[config.mk]
export PLATFORM = sky130hd
export DESIGN_NAME = bounded_vector_with_selection_sort_unit
export DESIGN_NICKNAME = d
export VERILOG_FILES = /design/src/rtl/bvss_pkg.sv /design/src/rtl/bvss_ram.sv /design/src/rtl/bvss_cmp.sv /design/src/rtl/bounded_vector_with_selection_sort_unit.sv
export SDC_FILE = /design/constraint.sdc
export NUM_CORES = 2
export LEC_CHECK = 0
export BUFFER_PORTS_ARGS = -buffer_cell sky130_fd_sc_hd__clkbuf_2
export CAP_MARGIN = 20
export CORE_ASPECT_RATIO = 0.5
export CORE_MARGIN = 2
export CORE_UTILIZATION = 50
export CTS_CLUSTER_DIAMETER = 100
export DETAILED_ROUTE_END_ITERATION = 8
export GPL_ROUTABILITY_DRIVEN = 0
export PLACE_DENSITY = 0.68
export SLEW_MARGIN = 10
export SYNTH_ARGS = -nofsm -noshare
export SYNTH_HDL_FRONTEND = slang
export SYNTH_SLANG_ARGS = --single-unit
export TNS_END_PERCENT = 100
[constraint.sdc]
create_clock -name clk_i -period 5.75 [get_ports clk_i]
set_input_delay 0.575 -clock clk_i [delete_from_list [all_inputs] [get_ports clk_i]]
set_output_delay 0.575 -clock clk_i [all_outputs]
set_load 0.03 [all_outputs]
[src/rtl/bvss_pkg.sv]
// Shared constants, opcodes and field widths for the bounded vector store.
package bvss_pkg;

  localparam int CAPACITY = 64;
  localparam int ELEM_W   = 32;
  localparam int IDX_W    = 6;
  localparam int LEN_W    = 7;
  localparam int OP_W     = 3;

  localparam int IN_TDATA_W  = 48;
  localparam int OUT_TDATA_W = 40;

  localparam logic [OP_W-1:0] OP_PUSH   = 3'd0;
  localparam logic [OP_W-1:0] OP_SET    = 3'd1;
  localparam logic [OP_W-1:0] OP_GET    = 3'd2;
  localparam logic [OP_W-1:0] OP_RESIZE = 3'd3;
  localparam logic [OP_W-1:0] OP_SORT   = 3'd4;

endpackage

[src/rtl/bvss_ram.sv]
// Generic single write port, single read port RAM with registered read data.
module bvss_ram #(
  parameter int Width = 32,
  parameter int Depth = 64
) (
  input  logic                     clk_i,
  input  logic                     we_i,
  input  logic [$clog2(Depth)-1:0] waddr_i,
  input  logic [Width-1:0]         wdata_i,
  input  logic [$clog2(Depth)-1:0] raddr_i,
  output logic [Width-1:0]         rdata_o
);

  logic [Width-1:0] mem_q [Depth];
  logic [Width-1:0] rdata_q;

  always_ff @(posedge clk_i) begin
    if (we_i) begin
      mem_q[waddr_i] <= wdata_i;
    end
    rdata_q <= mem_q[raddr_i];
  end

  assign rdata_o = rdata_q;

endmodule

[src/rtl/bvss_cmp.sv]
// Less-than unit for the sort scan, signed or unsigned by register.
module bvss_cmp
  import bvss_pkg::*;
(
  input  logic [ELEM_W-1:0] a_i,
  input  logic [ELEM_W-1:0] b_i,
  input  logic              signed_i,
  output logic              lt_o
);

  logic [ELEM_W-1:0] a_adj;
  logic [ELEM_W-1:0] b_adj;

  // flip the sign bit in signed mode so one unsigned compare serves both modes
  always_comb begin
    a_adj = a_i;
    b_adj = b_i;
    a_adj[ELEM_W-1] = a_i[ELEM_W-1] ^ signed_i;
    b_adj[ELEM_W-1] = b_i[ELEM_W-1] ^ signed_i;
  end

  assign lt_o = a_adj < b_adj;

endmodule

[src/rtl/bounded_vector_with_selection_sort_unit.sv]
// Push, set, resize and refused items give their result in the cycle after accept; get
// reads the RAM through S_GET; sort of n >= 2 elements runs passes i = 0..n-2, each via
// S_PASS, S_SCAN over elements i..n-1 and S_SWAP1, plus an S_SWAP2 write when it swaps,
// bound by the one RAM read port that the scan steps through. One item at a time: no new
// item while busy or while a result waits. Reset clears length, mode and control; the store
// reads as zero through per-entry valid flops, so no clearing pass is needed.
module bounded_vector_with_selection_sort_unit
  import bvss_pkg::*;
(
  input  logic                   clk_i,
  input  logic                   rst_ni,
  input  logic                   s_axis_tvalid_i,
  output logic                   s_axis_tready_o,
  // tdata: opcode[2:0], element_index[8:3], element_value[40:9], length_request[47:41]
  input  logic [IN_TDATA_W-1:0]  s_axis_tdata_i,
  output logic                   m_axis_tvalid_o,
  input  logic                   m_axis_tready_i,
  // tdata: success[0], read_value[32:1], used_length[39:33]
  output logic [OUT_TDATA_W-1:0] m_axis_tdata_o,
  input  logic                   cfg_valid_i,
  output logic                   cfg_ready_o,
  input  logic                   cfg_data_i
);

  localparam logic [2:0] S_IDLE  = 3'd0;
  localparam logic [2:0] S_GET   = 3'd1;
  localparam logic [2:0] S_PASS  = 3'd2;
  localparam logic [2:0] S_SCAN  = 3'd3;
  localparam logic [2:0] S_SWAP1 = 3'd4;
  localparam logic [2:0] S_SWAP2 = 3'd5;

  logic [OP_W-1:0]   opcode;
  logic [IDX_W-1:0]  element_index;
  logic [ELEM_W-1:0] element_value;
  logic [LEN_W-1:0]  length_request;

  assign opcode         = s_axis_tdata_i[2:0];
  assign element_index  = s_axis_tdata_i[8:3];
  assign element_value  = s_axis_tdata_i[40:9];
  assign length_request = s_axis_tdata_i[47:41];

  logic [2:0]        state_q, state_d;
  logic [LEN_W-1:0]  len_q, len_d;
  logic              sgn_q;
  logic [LEN_W-1:0]  i_q, i_d;
  logic [LEN_W-1:0]  p_q, p_d;
  logic [LEN_W-1:0]  m_q, m_d;
  logic [ELEM_W-1:0] min_q, min_d;
  logic [ELEM_W-1:0] ival_q, ival_d;
  logic [CAPACITY-1:0] valid_q;
  logic              rd_valid_q;

  logic              out_valid_q;
  logic              out_ok_q;
  logic [ELEM_W-1:0] out_rd_q;
  logic [LEN_W-1:0]  out_len_q;

  logic              out_load;
  logic              out_ok_v;
  logic [ELEM_W-1:0] out_rd_v;

  logic              we;
  logic [IDX_W-1:0]  waddr;
  logic [ELEM_W-1:0] wdata;
  logic [IDX_W-1:0]  raddr;
  logic [ELEM_W-1:0] ram_rdata;
  logic [ELEM_W-1:0] rdata;
  logic              lt;
  logic              accept;
  logic [LEN_W-1:0]  i_next;
  logic [LEN_W-1:0]  last_idx;

  assign s_axis_tready_o = (state_q == S_IDLE) && (!out_valid_q || m_axis_tready_i);
  assign accept          = s_axis_tvalid_i && s_axis_tready_o;
  assign cfg_ready_o     = 1'b1;

  // entries never written read as zero
  assign rdata    = rd_valid_q ? ram_rdata : '0;
  assign i_next   = i_q + LEN_W'(1);
  assign last_idx = len_q - LEN_W'(1);

  bvss_ram #(
    .Width (ELEM_W),
    .Depth (CAPACITY)
  ) u_ram (
    .clk_i   (clk_i),
    .we_i    (we),
    .waddr_i (waddr),
    .wdata_i (wdata),
    .raddr_i (raddr),
    .rdata_o (ram_rdata)
  );

  bvss_cmp u_cmp (
    .a_i      (rdata),
    .b_i      (min_q),
    .signed_i (sgn_q),
    .lt_o     (lt)
  );

  function automatic logic [IDX_W-1:0] p_next_addr(input logic [LEN_W-1:0] p);
    logic [LEN_W-1:0] n;
    n = p + LEN_W'(1);
    return n[IDX_W-1:0];
  endfunction

  always_comb begin
    state_d  = state_q;
    len_d    = len_q;
    i_d      = i_q;
    p_d      = p_q;
    m_d      = m_q;
    min_d    = min_q;
    ival_d   = ival_q;
    we       = 1'b0;
    waddr    = element_index;
    wdata    = element_value;
    raddr    = element_index;
    out_load = 1'b0;
    out_ok_v = 1'b0;
    out_rd_v = '0;

    case (state_q)
      S_IDLE: begin
        if (accept) begin
          case (opcode)
            OP_PUSH: begin
              out_load = 1'b1;
              if (len_q < LEN_W'(CAPACITY)) begin
                we       = 1'b1;
                waddr    = len_q[IDX_W-1:0];
                len_d    = len_q + LEN_W'(1);
                out_ok_v = 1'b1;
              end
            end
            OP_SET: begin
              out_load = 1'b1;
              if ({1'b0, element_index} < len_q) begin
                we       = 1'b1;
                out_ok_v = 1'b1;
              end
            end
            OP_GET: begin
              if ({1'b0, element_index} < len_q) begin
                state_d = S_GET;
              end else begin
                out_load = 1'b1;
              end
            end
            OP_RESIZE: begin
              out_load = 1'b1;
              if (length_request != '0 && length_request <= LEN_W'(CAPACITY)) begin
                len_d    = length_request;
                out_ok_v = 1'b1;
              end
            end
            OP_SORT: begin
              if (len_q < LEN_W'(2)) begin
                out_load = 1'b1;
                out_ok_v = 1'b1;
              end else begin
                i_d     = '0;
                state_d = S_PASS;
              end
            end
            default: begin
              out_load = 1'b1;
            end
          endcase
        end
      end
      S_GET: begin
        out_load = 1'b1;
        out_ok_v = 1'b1;
        out_rd_v = rdata;
        state_d  = S_IDLE;
      end
      S_PASS: begin
        raddr   = i_q[IDX_W-1:0];
        p_d     = i_q;
        state_d = S_SCAN;
      end
      S_SCAN: begin
        // read one ahead while comparing the element at p
        raddr = p_next_addr(p_q);
        if (p_q == i_q) begin
          ival_d = rdata;
          min_d  = rdata;
          m_d    = i_q;
        end else if (lt) begin
          min_d = rdata;
          m_d   = p_q;
        end
        if (p_q == last_idx) begin
          state_d = S_SWAP1;
        end else begin
          p_d = p_q + LEN_W'(1);
        end
      end
      S_SWAP1: begin
        if (m_q != i_q) begin
          we      = 1'b1;
          waddr   = i_q[IDX_W-1:0];
          wdata   = min_q;
          state_d = S_SWAP2;
        end else begin
          i_d = i_next;
          if (i_next == last_idx) begin
            out_load = 1'b1;
            out_ok_v = 1'b1;
            state_d  = S_IDLE;
          end else begin
            state_d = S_PASS;
          end
        end
      end
      S_SWAP2: begin
        we    = 1'b1;
        waddr = m_q[IDX_W-1:0];
        wdata = ival_q;
        i_d   = i_next;
        if (i_next == last_idx) begin
          out_load = 1'b1;
          out_ok_v = 1'b1;
          state_d  = S_IDLE;
        end else begin
          state_d = S_PASS;
        end
      end
      default: begin
        state_d = S_IDLE;
      end
    endcase
  end

  always_ff @(posedge clk_i or negedge rst_ni) begin
    if (!rst_ni) begin
      state_q     <= S_IDLE;
      len_q       <= '0;
      sgn_q       <= 1'b0;
      valid_q     <= '0;
      rd_valid_q  <= 1'b0;
      out_valid_q <= 1'b0;
      i_q         <= '0;
      p_q         <= '0;
      m_q         <= '0;
    end else begin
      state_q    <= state_d;
      len_q      <= len_d;
      i_q        <= i_d;
      p_q        <= p_d;
      m_q        <= m_d;
      rd_valid_q <= valid_q[raddr];
      if (we) begin
        valid_q[waddr] <= 1'b1;
      end
      if (cfg_valid_i) begin
        sgn_q <= cfg_data_i;
      end
      if (out_load) begin
        out_valid_q <= 1'b1;
      end else if (m_axis_tready_i) begin
        out_valid_q <= 1'b0;
      end
    end
  end

  always_ff @(posedge clk_i) begin
    min_q  <= min_d;
    ival_q <= ival_d;
    if (out_load) begin
      out_ok_q  <= out_ok_v;
      out_rd_q  <= out_rd_v;
      out_len_q <= len_d;
    end
  end

  assign m_axis_tvalid_o = out_valid_q;
  assign m_axis_tdata_o  = {out_len_q, out_rd_q, out_ok_q};

endmodule

# ---- Word level (Yosys, flattened, before mapping)
# Memory sizes are Yosys's and may differ from the RTL's. A register that Yosys moved wholly into a read port is not among the register bits.
# Index checks and enable logic that the tools add are counted.
dict set report totals {
  ff_bits 202
  mem_bits_rw 2048
  input_bits 54
  out_inout_bits 43
  wordCells 128
  mem_count 1
}
# memory depth width rd rd_ports_with_merged_regs write_ports line
set memory_table {}
lappend memory_table {u_ram.mem_q 64 32 1 1 1 bvss_ram.sv:14} ;# logic [Width-1:0] mem_q [Depth];
dict set report op_classes {
  add_sub_neg 4
  magnitude_cmp 8
  eq_ne 22
  mux 58
  n_bitwise 3
  reduce_logical 18
}
# operator n
set op_table {}
lappend op_table {{two-way mux 32 bit} 4}
lappend op_table {{two-way mux 7 bit} 11}
lappend op_table {{bitwise OR 64 bit} 1}
lappend op_table {{one-hot mux 32 bit (2 select lines)} 1}
lappend op_table {{less-than comparator 32 bit} 1}
lappend op_table {{one-hot mux 7 bit (2 select lines)} 2}
lappend op_table {{two-way mux 6 bit} 4}
lappend op_table {{adder 7 x 1 -> 7 bit (second input constant)} 3}
lappend op_table {{equality test 7 bit} 3}
lappend op_table {{one-hot mux 7 bit (3 select lines)} 1}
lappend op_table {{one-hot mux 6 bit (3 select lines)} 1}
lappend op_table {{two-way mux 1 bit} 17}
lappend op_table {{two-way mux 3 bit} 5}
lappend op_table {{one-hot mux 3 bit (5 select lines)} 1}
lappend op_table {{less-than comparator 6 x 7 -> 1 bit (second input constant)} 2}
lappend op_table {{equality test 3 x 2 -> 1 bit (second input constant)} 4}
lappend op_table {{one-hot mux 1 bit (4 select lines)} 3}
lappend op_table {{one-hot mux 6 bit (2 select lines)} 1}
lappend op_table {{!= test 2 bit (second input constant)} 5}
lappend op_table {{AND reduction 5 bit} 2}
lappend op_table {{equality test 3 bit (second input constant)} 3}
lappend op_table {{less-or-equal comparator 7 bit (second input constant)} 1}
lappend op_table {{less-than comparator 6 x 7 -> 1 bit} 1}
lappend op_table {{less-than comparator 7 x 2 -> 1 bit (second input constant)} 1}
lappend op_table {{other kinds (23)} 35}

# ---- Logic depth before layout (Yosys ltp)
dict set report logic_depth {
  ltp_word 11
  ltp_mapped 13
  depth_no_buf 12
}

# ---- By module
# A second synthesis with hierarchy kept.
dict set report unflattened {
  cells_unflattened 4347
  area_unflattened_um2 89607.2
}
# module instances cells_per_inst area_each_um2 seq_area_each_um2
set by_module_without_submodules {}
lappend by_module_without_submodules {bvss_ram 1 3324 78520.3 62139.6}
lappend by_module_without_submodules {bounded_vector_with_selection_sort_unit 1 911 10292.4 5575.3}
lappend by_module_without_submodules {bvss_cmp 1 112 794.5 0.0}

# ---- Worst setup path after synthesis
# Ideal clock, no wire load.
dict set report synth_path {
  path_kind {input-to-reg}
  startpoint {input s_axis_tdata_i[0]}
  endpoint {memory u_ram.mem_q[19][0] (enable)}
  setup_ps 422
  arrival_ps 4452
  required_ps 5328
  setup_slack_ps 876
  cell_stages 9
  n_path_buf 2
  cell_sequence {clkbuf_1 or4_1 nor4_4 mux2i_1 nor2_2 a2111oi_2 or4b_1 buf_2 nor2_1}
}
dict set report synth_via {
  elab_chain_cells 6
  word_cells_on_any_way 10
  cone_classes {eq/ne (1); mux (8); reduce/logical (1)}
}
# item line
set synth_lines {}
lappend synth_lines {{from (decl)} bounded_vector_with_selection_sort_unit.sv:15} ;# input logic [IN_TDATA_W-1:0] s_axis_tdata_i,
lappend synth_lines {{equality test 3 x 1 -> 1 bit or zero test 3 bit (tied branches)} bounded_vector_with_selection_sort_unit.sv:126} ;# case (opcode)
lappend synth_lines {{one-hot mux 1 bit (2 select lines)} bounded_vector_with_selection_sort_unit.sv:126}
lappend synth_lines {{two-way mux 1 bit} bounded_vector_with_selection_sort_unit.sv:125} ;# if (accept) begin
lappend synth_lines {{one-hot mux 1 bit (3 select lines)} bounded_vector_with_selection_sort_unit.sv:123} ;# case (state_q)
lappend synth_lines {{two-way mux 1 bit} bvss_ram.sv:18} ;# if (we_i) begin
lappend synth_lines {{two-way mux 1 bit (implied by the code)} bvss_ram.sv:19} ;# mem_q[waddr_i] <= wdata_i;
lappend synth_lines {{to (decl)} bvss_ram.sv:14}
# Parallel ways exist; a longest one is shown, timed or not.

# ---- Worst setup path in the final report
dict set report layout_path {
  startpoint {register state_q[0]}
  endpoint {memory u_ram.mem_q[37][24] (enable)}
}
dict set report layout_via {
  elab_chain_cells 7
  word_cells_on_any_way 11
  cone_classes {eq/ne (2); mux (6); reduce/logical (3)}
}
# item line
set layout_lines {}
lappend layout_lines {{from (decl)} bounded_vector_with_selection_sort_unit.sv:42} ;# logic [2:0] state_q, state_d;
lappend layout_lines {{from (signal assigned)} bounded_vector_with_selection_sort_unit.sv:248} ;# state_q <= state_d;
lappend layout_lines {{zero test 3 bit} {bounded_vector_with_selection_sort_unit.sv:73, bounded_vector_with_selection_sort_unit.sv:123}}
lappend layout_lines {{logical AND 1 bit} bounded_vector_with_selection_sort_unit.sv:73} ;# assign s_axis_tready_o = (state_q == S_IDLE) && (!out_valid_q || m_axis_tready_i);
lappend layout_lines {{logical AND 1 bit} bounded_vector_with_selection_sort_unit.sv:74} ;# assign accept = s_axis_tvalid_i && s_axis_tready_o;
lappend layout_lines {{two-way mux 1 bit} bounded_vector_with_selection_sort_unit.sv:125}
lappend layout_lines {{one-hot mux 1 bit (3 select lines)} bounded_vector_with_selection_sort_unit.sv:123}
lappend layout_lines {{two-way mux 1 bit} bvss_ram.sv:18}
lappend layout_lines {{two-way mux 1 bit (implied by the code)} bvss_ram.sv:19}
# Parallel ways exist; a longest one is shown, timed or not.

==> qor.csv <==
stage,metric,value,unit
logic_synthesis,yosysTopAreaCellShare,0.702,
cts,cts.path.max_buffers,3,
setup_path,worst_path_max_delay_cell,nand3b_1,
drt,drtPass1Iterations,8,
sta,skew,0.0310,ns
logic_synthesis,yosys-top-cells-count,"2,152 x edfxtp_1, 1,707 x nand2_1, 429 x nand3_1, 372 x clkbuf_1, 334 x and3_1",
run_status,status,"complete, no violations",
setup_path,crit_required,6.26,ns
sta,hold_viol_final,0,
sta,setup_tns,0,ns
drt,via_per_inst,6.31,
drt,finalWirelength,273000,um
placement,dp_hpwl,162000,um
cts,clk_pin_slew,0.07,ns
logic_synthesis,synth_area_leader_cell,edfxtp_1,
logic_synthesis,synthCells,6902,
drt,dr_total_vias,60708,
drt,drcViolationCount,0,
placement,portBuffers,95,
die,die_h,307,um
logic_synthesis,ys.flop_type,edfxtp_1,
sta,rsz0062_at_grt,no,
cts,cts_tree,built,
drt,ant_nets,0,
die,coreArea,183000,um^2
finish,num-fill-cells,14198,
setup_path,setup.worst_path.start_class,flop,
pwr,max-vdd-ir-drop,0.263,mV
sta,max_clock_freq,198,MHz
die,floorplan.initialDensity,0.503,
cts,numCtsBuffers,195,
pwr,leakagePower,36.5,nW
setup_path,worstPathArrival,5.56,ns
setup_path,critical_path_buf_inv_count,2,
sta,final_max_slew_viol_count,0,
pwr,p_per_area,367,nW/um^2
setup_path,worstSetupPathType,flop to flop,
logic_synthesis,synth_area_leaders,"edfxtp_1 70%, nand2_1 7.0%, dfrtp_1 2.7%, nand3_1 2.3%, and3_1 2.3%",
die,row_count,111,
sta,worst_slew_pin_slew,1.18,ns
logic_synthesis,synth_most_common_cell,edfxtp_1,
setup_path,cp_slowest_stage_delay,0.82,ns
drt,wl_per_cell,28.3,um
die,io_pins,97,
global_routing,grt_usage,0.286,
cts,cts.sinks,2282,
logic_synthesis,ys_seq_area_frac,0.735,
setup_path,cp_cell_sequence,"or3_4, nor4_4, o21bai_1, a21oi_1, nand3b_1, buf_4, nor2_4, buf_4",
cts,htreeDepth,4,
run,drv_cap,0,
sta,layout_min_cycle_time,5.05,ns
sta,min_period_over_period,0.878,
logic_synthesis,async_reset_ff_frac,0.0429,
global_routing,grt_pass1_vias,56356,
sta,slew_headroom,0.212,
finish,area_growth,12.4,%
finish,drive_above_1_share,0.121,
logic_synthesis,yosysUniqueCellTypes,79,
sta,final.setup.worst_slack,0.699,ns
min_path,hp-class,input port to flop,
global_routing,grt_pass1_wl,390000,um
logic_synthesis,yosys_warnings,0,
setup_path,path_delay_family,simple AND/OR/NAND/NOR gates,
global_routing,antenna_found_initial,16,
logic_synthesis,synth_fp_nets,6996,
die,fp.dieArea,188000,um^2
setup_path,crit_path_frequent_cell,buf_4,
logic_synthesis,synth_edf_count,2152,
logic_synthesis,avgSynthCellArea,13.3,um^2
cts,clock_latency,0.86,ns
drt,drt_iter0_drc,9480,
global_routing,grt_start_max_net_pins,137,
logic_synthesis,syn_area,92100,um^2
global_routing,gr-total-overflow,0,
logic_synthesis,synth_seq_cells,2282,
cts,cts_root_buffer,clkbuf_16,
sta,setup_viol,0,
setup_path,path_max_fanout,20,
setup_path,worstSetupEndpointType,flop,
placement,place_ws,0.774,ns
die,die_w,611,um
finish,final_nets,7117,
==> final timing paths <==
check,from,end,slack [ns],depth (start not counted)
max,state_q[0],u_ram.mem_q[37][24],0.70,8
min,s_axis_tdata_i[45],len_q[4],0.1,3
max reg2reg,state_q[0],u_ram.mem_q[37][24],0.70,8
min reg2reg,valid_q[16],valid_q[16],0.47,1
max in group asynchronous,rst_ni,valid_q[25],4.11,3
min in group asynchronous,rst_ni,i_q[5],0.26,2
==> metrics by stage <==
stage	area, um^2	power (mW)	utilization	hold WS, ns	cells
floorplan	92100	22.7	-	0.279	6902
global placement	97100	25.1	0.530	0.447	9239
detailed placement	97200	25.2	0.531	0.451	9245
CTS	103000	37.8	0.565	0.0505	9613
global route	103000	39.0	0.565	0.107	9620
finish	103000	38.0	0.565	0.0991	9623
==> power breakdown <==
part | leakage, nW | internal, mW | total, mW | switching, mW
combinational | 12.5 | 1.76 | 5.95 | 4.19
clock | 3.00 | 6.94 | 12.9 | 5.99
sequential | 21.0 | 18.7 | 19.1 | 0.370
==> registers in the layout (all words and copies together) (netlist names) <==
signal           cells
len_q                7
sgn_q                1
out_rd_q            32
m_q                  7
ival_q              32
rd_valid_q           1
out_ok_q             1
p_q                  7
state_q              3
out_len_q            7
u_ram.mem_q       2048
i_q                  7
min_q               32
u_ram.rdata_o       32
m_axis_tvalid_o      1
valid_q             64
==> cell usage in the layout, fill, tap and decap left out, types with 32 or more instances in the layout <==
cell type  count
nor4_1        55
a21oi_1      132
a311oi_1      48
a221oi_1      43
edfxtp_1    2152
ha_1          40
a222oi_1      32
buf_4        269
and3_1       334
clkbuf_2      94
o22ai_1       71
nor2b_1       33
clkinv_1      41
o21ai_0       43
nand3_1      429
nor2_4        69
buf_12        48
dfrtp_1       98
nand2_1     1701
dfxtp_1       32
clkbuf_16    200
a31oi_1      231
clkbuf_1      56
clkinv_2      40
a211oi_1     168
inv_1         49
nor2_1        34
a21o_1        42
mux2i_1      105
==> logic make-up after synthesis <==
group                    after synthesis  synth area share
AO/OA/AOI/OAI                       1005            0.0774
XOR/XNOR                              45           0.00428
adder cells (fa/ha/maj)               40           0.00543
buffers and inverters                575            0.0245
flip-flops                          2282             0.735
multiplexers                         138            0.0154
other                                  1         0.0000407
AND/OR/NAND/NOR                     2816             0.138
==> per-layer routing <==
metal | GRT usage | part of all wire | up-vias
met5 | 0 | 0 | -
met4 | 0.105 | 0.036 | 0
met3 | 0.0912 | 0.15 | 454
met2 | 0.404 | 0.42 | 4083
met1 | 0.416 | 0.39 | 30197
li1 | - | - | 25974
==> what timing repair did <==
action	in CTS	in global routing
gates resized for setup	0	0
hold buffers	3	0
hold endpoints to repair	39	0
buffers inserted	0	0
==> tightest hold or removal path, delay by kind of cell <==
| family | cells | cell delay (ns) |
|---|---|---|
| and+or+nand+nor | 1 | 0.12 |
| AOI/OAI and AO/OA | 1 | 0.10 |
| buffers and inverters | 1 | 0.10 |
==> layout make-up <==
class	count	area, um^2	area share
well taps	2429	3040	0.0294
clock inverters	102	797	0.00770
multi-input cells	4045	22700	0.220
clock buffers	263	5310	0.0513
repair buffers	417	3560	0.0344
diodes	3	7.51	0.0000725
flip-flops and latches	2282	67700	0.654
inverters	82	312	0.00301
Power figures use the tool's default switching activity.
